`src/design/dmx_map_pkg.sv`:
```
// Shared constants, types and helpers of the DMX universe to pixel mapper.
package dmx_map_pkg;

   localparam int MAX_PIXELS     = 1024;
   localparam int UNIVERSE_SLOTS = 512;

   localparam int UNIVERSE_W  = 16;
   localparam int BYTE_W      = 8;
   localparam int COUNT_W     = 11;
   localparam int PIXEL_W     = 10;
   localparam int CSR_INDEX_W = 2;
   localparam int CSR_DATA_W  = 16;

   // pixels carried by one universe in each color mode
   localparam logic [7:0] RGB_PER_UNIVERSE  = 8'(UNIVERSE_SLOTS / 3);
   localparam logic [7:0] RGBW_PER_UNIVERSE = 8'(UNIVERSE_SLOTS / 4);

   localparam logic [COUNT_W-1:0] STRIP_LIMIT = COUNT_W'(MAX_PIXELS);

   // register indexes
   localparam logic [CSR_INDEX_W-1:0] CSR_BASE_UNIVERSE = 2'd0;
   localparam logic [CSR_INDEX_W-1:0] CSR_COLOR_MODE    = 2'd1;
   localparam logic [CSR_INDEX_W-1:0] CSR_PIXEL_COUNT   = 2'd2;

   localparam logic [UNIVERSE_W-1:0] BASE_UNIVERSE_RESET = 16'd1;

   // color modes
   localparam logic MODE_RGB  = 1'b0;
   localparam logic MODE_RGBW = 1'b1;

   // last byte position within a pixel
   localparam logic [1:0] RGB_LAST_PHASE  = 2'd2;
   localparam logic [1:0] RGBW_LAST_PHASE = 2'd3;

   // divide by three as multiply by 683 / 2048, exact for sums up to 765
   localparam logic [9:0] DIV3_MUL   = 10'd683;
   localparam int         DIV3_SHIFT = 11;

   typedef struct packed {
      logic [UNIVERSE_W-1:0] universe;
      logic [BYTE_W-1:0]     data_byte;
      logic                  start_of_packet;
   } req_item_type;

   // strip length with the pixel count saturated to the supported maximum
   function automatic logic [COUNT_W-1:0] strip_size(input logic [COUNT_W-1:0] count);
      strip_size = (count > STRIP_LIMIT) ? STRIP_LIMIT : count;
   endfunction

endpackage

```
`src/design/dmx_universe_to_pixel_mapper.sv`:
```
// DMX universe to RGB/RGBW pixel mapper top level.
//
// Takes E1.31 DMX packet bytes one item at a time on the req_ channel, each tagged with its
// universe number; an item with start_of_packet set is the start code and opens a packet.
// The start code checks that the universe lies in the span the strip covers and places the
// packet at pixel (universe - base universe) * 170 in RGB mode or * 128 in RGBW mode.
// Following slot bytes group into pixels of three or four bytes; each complete pixel below
// the end of that universe's share of the strip comes out as one rsp_ item. In RGB mode
// white is the truncated average of red, green and blue. Bytes outside an open packet, a
// trailing partial pixel and pixels at or past the strip end produce nothing. A new start
// code discards any partial pixel. A write to any defined register closes the open packet;
// write the registers only while no item is in flight. The pixel count saturates at 1024.
// Rate: one item per clock cycle while req_stall is low. The accepting edge loads the input
// register; the pixel that the item completes loads the result register once that is free
// and shows on rsp_ from there. req_stall rises only while a finished pixel waits in the
// result register under rsp_stall and the item in the input register completes another pixel.
module dmx_universe_to_pixel_mapper
   import dmx_map_pkg::*;
(
   input  logic                   clock,
   input  logic                   reset,
   // input byte channel
   input  logic                   req_valid,
   output logic                   req_stall,
   input  logic [UNIVERSE_W-1:0]  req_universe,
   input  logic [BYTE_W-1:0]      req_data_byte,
   input  logic                   req_start_of_packet,
   // pixel result channel
   output logic                   rsp_valid,
   input  logic                   rsp_stall,
   output logic [PIXEL_W-1:0]     rsp_pixel_index,
   output logic [BYTE_W-1:0]      rsp_red,
   output logic [BYTE_W-1:0]      rsp_green,
   output logic [BYTE_W-1:0]      rsp_blue,
   output logic [BYTE_W-1:0]      rsp_white,
   // register write port
   input  logic                   csr_write_enable,
   input  logic [CSR_INDEX_W-1:0] csr_index,
   input  logic [CSR_DATA_W-1:0]  csr_write_data
);

   // configuration registers
   logic [UNIVERSE_W-1:0] base_universe_ff;
   logic                  color_mode_ff;
   logic [COUNT_W-1:0]    pixel_count_ff;

   // input register
   logic         stage_valid_ff, stage_valid_in;
   req_item_type stage_ff;

   // packet state
   logic               active_ff, active_in;
   logic [COUNT_W-1:0] next_pixel_ff, next_pixel_in;
   logic [COUNT_W-1:0] end_pixel_ff, end_pixel_in;
   logic [1:0]         byte_phase_ff, byte_phase_in;
   logic [BYTE_W-1:0]  held_ff [3];
   logic [BYTE_W-1:0]  held_in [3];

   // result register
   logic               rsp_valid_ff, rsp_valid_in;
   logic [PIXEL_W-1:0] rsp_index_ff;
   logic [BYTE_W-1:0]  rsp_red_ff, rsp_green_ff, rsp_blue_ff, rsp_white_ff;

   // datapath
   logic                  rgbw;
   logic [7:0]            per_universe;
   logic [COUNT_W-1:0]    size;
   logic [UNIVERSE_W-1:0] universe_offset;
   logic [23:0]           base_full;
   logic                  map_ok;
   logic [COUNT_W-1:0]    base_pixel;
   logic [COUNT_W:0]      base_plus;
   logic [COUNT_W-1:0]    end_pixel;
   logic [1:0]            last_phase;
   logic                  pixel_done;
   logic [COUNT_W-1:0]    next_pixel_inc;
   logic [9:0]            rgb_sum;
   logic [20:0]           avg_product;
   logic [BYTE_W-1:0]     pixel_blue, pixel_white;
   logic                  out_free, advance, req_accept, csr_hit;

   assign rgbw         = (color_mode_ff == MODE_RGBW);
   assign per_universe = rgbw ? RGBW_PER_UNIVERSE : RGB_PER_UNIVERSE;
   assign size         = strip_size(pixel_count_ff);

   // start code: place the packet on the strip
   assign universe_offset = stage_ff.universe - base_universe_ff;
   assign base_full       = 24'(universe_offset) * 24'(per_universe);
   // offset below ceil(size / per_universe) is the same as base below size
   assign map_ok     = (stage_ff.universe >= base_universe_ff) && (base_full < 24'(size));
   assign base_pixel = base_full[COUNT_W-1:0];
   assign base_plus  = (COUNT_W+1)'(base_pixel) + (COUNT_W+1)'(per_universe);
   assign end_pixel  = (base_plus > (COUNT_W+1)'(size)) ? size : base_plus[COUNT_W-1:0];

   // slot bytes: the last byte of a pixel completes it
   assign last_phase = rgbw ? RGBW_LAST_PHASE : RGB_LAST_PHASE;
   assign pixel_done = stage_valid_ff && !stage_ff.start_of_packet && active_ff
                       && (byte_phase_ff == last_phase);
   assign next_pixel_inc = next_pixel_ff + COUNT_W'(1);

   // RGB white: truncated average through the reciprocal of three
   assign rgb_sum     = 10'(held_ff[0]) + 10'(held_ff[1]) + 10'(stage_ff.data_byte);
   assign avg_product = 21'(rgb_sum) * 21'(DIV3_MUL);
   assign pixel_blue  = rgbw ? held_ff[2] : stage_ff.data_byte;
   assign pixel_white = rgbw ? stage_ff.data_byte : avg_product[DIV3_SHIFT +: BYTE_W];

   // handshake: items without a pixel pass even while the result register is held
   assign out_free   = !rsp_valid_ff || !rsp_stall;
   assign advance    = stage_valid_ff && (!pixel_done || out_free);
   assign req_stall  = stage_valid_ff && !advance;
   assign req_accept = req_valid && !req_stall;

   assign csr_hit = csr_write_enable && ((csr_index == CSR_BASE_UNIVERSE)
                    || (csr_index == CSR_COLOR_MODE) || (csr_index == CSR_PIXEL_COUNT));

   always_comb begin
      stage_valid_in = stage_valid_ff;
      if (req_accept) begin
         stage_valid_in = 1'b1;
      end else if (advance) begin
         stage_valid_in = 1'b0;
      end
   end

   always_comb begin
      active_in     = active_ff;
      next_pixel_in = next_pixel_ff;
      end_pixel_in  = end_pixel_ff;
      byte_phase_in = byte_phase_ff;
      held_in       = held_ff;
      if (advance) begin
         if (stage_ff.start_of_packet) begin
            // open a new packet, drop any partial pixel
            active_in     = map_ok;
            byte_phase_in = 2'd0;
            if (map_ok) begin
               next_pixel_in = base_pixel;
               end_pixel_in  = end_pixel;
            end
         end else if (active_ff) begin
            if (pixel_done) begin
               byte_phase_in = 2'd0;
               next_pixel_in = next_pixel_inc;
               // close the packet at the end of its share of the strip
               if (next_pixel_inc >= end_pixel_ff) begin
                  active_in = 1'b0;
               end
            end else begin
               case (byte_phase_ff)
                  2'd0:    held_in[0] = stage_ff.data_byte;
                  2'd1:    held_in[1] = stage_ff.data_byte;
                  2'd2:    held_in[2] = stage_ff.data_byte;
                  default: ;
               endcase
               byte_phase_in = byte_phase_ff + 2'd1;
            end
         end
      end
      // any register write abandons the open packet
      if (csr_hit) begin
         active_in     = 1'b0;
         byte_phase_in = 2'd0;
      end
   end

   always_comb begin
      rsp_valid_in = rsp_valid_ff;
      if (advance && pixel_done) begin
         rsp_valid_in = 1'b1;
      end else if (!rsp_stall) begin
         rsp_valid_in = 1'b0;
      end
   end

   always_ff @(posedge clock) begin
      if (reset) begin
         base_universe_ff <= BASE_UNIVERSE_RESET;
         color_mode_ff    <= MODE_RGB;
         pixel_count_ff   <= '0;
      end else if (csr_write_enable) begin
         case (csr_index)
            CSR_BASE_UNIVERSE: base_universe_ff <= csr_write_data[UNIVERSE_W-1:0];
            CSR_COLOR_MODE:    color_mode_ff    <= csr_write_data[0];
            CSR_PIXEL_COUNT:   pixel_count_ff   <= csr_write_data[COUNT_W-1:0];
            default: ;
         endcase
      end
   end

   always_ff @(posedge clock) begin
      if (reset) begin
         stage_valid_ff <= 1'b0;
         active_ff      <= 1'b0;
         next_pixel_ff  <= '0;
         end_pixel_ff   <= '0;
         byte_phase_ff  <= 2'd0;
         rsp_valid_ff   <= 1'b0;
      end else begin
         stage_valid_ff <= stage_valid_in;
         active_ff      <= active_in;
         next_pixel_ff  <= next_pixel_in;
         end_pixel_ff   <= end_pixel_in;
         byte_phase_ff  <= byte_phase_in;
         rsp_valid_ff   <= rsp_valid_in;
      end
   end

   // payload registers: no reset needed
   always_ff @(posedge clock) begin
      held_ff <= held_in;
      if (req_accept) begin
         stage_ff.universe        <= req_universe;
         stage_ff.data_byte       <= req_data_byte;
         stage_ff.start_of_packet <= req_start_of_packet;
      end
      if (advance && pixel_done) begin
         rsp_index_ff <= next_pixel_ff[PIXEL_W-1:0];
         rsp_red_ff   <= held_ff[0];
         rsp_green_ff <= held_ff[1];
         rsp_blue_ff  <= pixel_blue;
         rsp_white_ff <= pixel_white;
      end
   end

   assign rsp_valid       = rsp_valid_ff;
   assign rsp_pixel_index = rsp_index_ff;
   assign rsp_red         = rsp_red_ff;
   assign rsp_green       = rsp_green_ff;
   assign rsp_blue        = rsp_blue_ff;
   assign rsp_white       = rsp_white_ff;

endmodule

```
`config.mk`:
```
export PLATFORM = sky130hd
export DESIGN_NAME = dmx_universe_to_pixel_mapper
export DESIGN_NICKNAME = d
export VERILOG_FILES = /design/src/design/dmx_map_pkg.sv /design/src/design/dmx_universe_to_pixel_mapper.sv
export SDC_FILE = /design/constraint.sdc
export NUM_CORES = 1
export LEC_CHECK = 0
export ABC_AREA = 1
export BUFFER_PORTS_ARGS = -buffer_cell sky130_fd_sc_hd__buf_2
export CORE_UTILIZATION = 25
export CTS_CLUSTER_DIAMETER = 120
export DETAILED_ROUTE_END_ITERATION = 8
export PLACE_DENSITY = 0.4
export SETUP_SLACK_MARGIN = 0.3
export SLEW_MARGIN = 20
export SYNTH_ARGS = -nofsm -noshare
export SYNTH_HDL_FRONTEND = slang
export SYNTH_SLANG_ARGS = --single-unit
```
`constraint.sdc`:
```
create_clock -name clock -period 7.1 [get_ports clock]
set_clock_uncertainty 0.1 [all_clocks]
set_input_delay 0.71 -clock clock [delete_from_list [all_inputs] [get_ports clock]]
set_output_delay 0.71 -clock clock [all_outputs]
set_load 0.01 [all_outputs]
```
==> metrics.yaml <==
status:
  status: "finished, final reports clean"
synth:
  syn_nets: 1714
  synth_top_flop_cell: "edfxtp_1"
  synth_area_um2: 12000
  ys_seq_elements: 146
  syn_inst: 1430
  synth_edf_count: 91
  synthArstFlopShare_pct: 0
  syn-mean-instance-area_um2: 8.41
  ys_warn_count: 0
  synth_cell_types: 47
  yosysSeqAreaShare_pct: 31.9
grt:
  grt_pass1_wl_um: 51400
  grt_pass1_vias: 9435
  grt_max_degree: 43
  track_usage_pct: 13.4
  antenna_found_initial: 0
  grt-ovfl-total: 0
placed_design:
  place.gp.congestion: 0.822
  dp.cells: 2115
  place_area_um2: 13200
  place_hpwl_um: 26300
  numPortBuffers: 91
critical_path:
  cp-start-kind: "flip-flop"
  cp.required_ns: 7.20
  cp-end-kind: "flip-flop"
  criticalPathCategory: "reg -> reg"
  crit_fanout: 5
  crit_arrival_ns: 6.55
clock_network:
  clk_pin_slew_ns: 0.07
  cts_tree: "built"
  clkLatencyLatePin_ns: 0.45
  htreeDepth: 4
  cts_buffer_depth: 2
  cts_made_buffers: 17
  clock-root-buffer: "clkbuf_16"
  holdBufCountCts: 0
  cts_sinks: 146
cells_and_area:
  seqCellArea_um2: 3830
  final_layout_size_suffix_gt1_share_pct: 12.8
  design_area_um2: 13900
  area.growth.synth_to_final_pct: 15.4
  antenna_cells: 0
  layout_common_cells: "nand2_1 (278), inv_1 (231), ha_1 (179), nor2_1 (120)"
  fill_cells: 5027
  layout_commonest_cell: "nand2_1"
  nets: 1813
  finalNonFillerCells: 2149
  multi_input_area_um2: 7260
floorplan:
  floorplan.rows: 79
  pin_count: 92
  design.core.area_um2: 47000
  fp.dieW_um: 221
  die_y_um: 221
  die-area_um2: 49000
  start_util_pct: 25.6
routing:
  avgRoutedWirePerCell_um: 14.9
  drtPass1Iterations: 5
  vias_per_cell: 4.29
  drtAntennaViolNets: 0
  route.detailed.drc: 0
  routed_wl_um: 31900
  vias: 9224
  first_iter_violations: 378
timing:
  setup_violations: 0
  timing.slew.headroom_pct: 34.9
  slew_viol_final: 0
  fin_crit_ns: 6.45
  tightest_slew_ns: 0.977
  period_share_pct: 90.8
  rsz0062_at_grt: "true"
  setup_tns_ns: 0
  hold_viol: 0
  fmaxAchievable_mhz: 155
job:
  cap_violations: 0
worst_hold_path:
  hold_path.class: "in -> reg"
[critical path, cell delays in order (launching register included)]
cell      delay, ns
edfxtp_1       0.48
fa_1           0.51
ha_1           0.26
fa_1           0.42
nand3_1        0.10
nand2_1        0.08
a21oi_1        0.14
o21ai_0        0.14
xnor2_1        0.22
inv_2          0.11
ha_1           0.35
ha_1           0.32
fa_1           0.53
inv_1          0.05
fa_1           0.50
inv_1          0.06
fa_1           0.50
ha_4           0.30
nand2_1        0.05
nor2_1         0.10
o21a_1         0.16
nand3_1        0.09
nand2_2        0.10
a21oi_1        0.08
or2_2          0.27
nand3_1        0.07
o21ai_0        0.07
[registers in the layout, summed over array words and instances, names as in the netlist]
| register | cells |
|---|---|
| rsp_red | 8 |
| color_mode_ff | 1 |
| rsp_valid | 1 |
| rsp_white | 8 |
| rsp_blue | 8 |
| held_ff | 24 |
| next_pixel_ff | 11 |
| end_pixel_ff | 11 |
| byte_phase_ff | 2 |
| stage_ff | 25 |
| rsp_green | 8 |
| active_ff | 1 |
| base_universe_ff | 16 |
| rsp_pixel_index | 10 |
| stage_valid_ff | 1 |
| pixel_count_ff | 11 |
[per-layer routing]
metal / vias to the layer above / track usage [%] / share of wire, %
met3: 17 / 2.11 / 2.8
li1: 4886 / - / -
met1: 4195 / 18.7 / 51
met4: 0 / 3.11 / 0.88
met5: - / 0 / 0
met2: 126 / 21.7 / 45
[synth_stat cells (2+ instances only)]
master	instances	share of area, %
nor2_2	6	0.31
o21bai_1	6	0.37
nand2_2	7	0.36
nand3_1	62	2.6
a21o_1	4	0.25
nand4_1	17	0.88
clkbuf_1	17	0.53
buf_4	2	0.12
clkinv_1	2	0.062
o21a_1	3	0.19
inv_2	6	0.19
buf_2	4	0.17
xor2_1	29	2.1
nand3_2	6	0.50
nor4_1	6	0.31
a31oi_1	6	0.31
a21oi_1	85	3.5
dfxtp_1	55	9.2
edfxtp_1	91	23
o21ai_0	75	3.1
nor2_1	126	3.9
inv_1	233	7.3
nor3_1	12	0.50
fa_1	55	9.2
mux2i_1	2	0.17
or2_2	10	0.52
nand3b_1	5	0.31
nand2_1	281	8.8
ha_1	181	19
and2_1	3	0.16
xnor2_1	11	0.80
a21boi_0	5	0.31
o21ai_1	3	0.12
[cell type report]
cell class              instances  area share [%]
well taps                     607            5.47
flip-flops and latches        146            27.6
clock inverters                14           0.983
inverters                     241            6.52
clock buffers                  18            3.09
multi-input cells            1019            52.3
repair buffers                104            3.98
[metrics by stage]
step           hold WS (ns)  worst slack [ns]  util, %
2_1_floorplan         0.326              1.07        -
3_3_place_gp          0.337             0.196     28.1
3_5_place_dp          0.342             0.111     28.1
4_1_cts               0.301             0.330     29.4
5_1_grt               0.306             0.235     29.6
6_report              0.335             0.652     29.6
[kinds of logic after synthesis]
family,synth area share (%)
simple gates,19.8
buf+inv,8.44
fa+ha+maj,28.0
compound gates,8.72
flops,31.9
xor+xnor,3.05
mux,0.166
[repair_timing]
item / in CTS / in global routing
setup buffers: 0 / 2
resized for setup: 2 / 22
endpoints found under the setup margin: 7 / 28
hold endpoints to repair: 0 / 0
pin swaps: 0 / 3
[path summary, 6_finish.rpt]
path                         startpoint                endpoint  slack (ns)  depth (start not counted)
setup / recovery  stage_ff[2]$_DFFE_PP_  rsp_white[5]$_DFFE_PP_        0.65                         26
hold reg to reg   held_ff[15]$_DFFE_PP_  rsp_green[7]$_DFFE_PP_        0.36                          0
hold / removal          req_universe[4]  stage_ff[13]$_DFFE_PP_        0.34                          1
setup reg to reg  stage_ff[2]$_DFFE_PP_  rsp_white[5]$_DFFE_PP_        0.65                         26
Power is not shown: default switching activity piles up to over one toggle a cycle in this logic, so the estimate is an artifact.
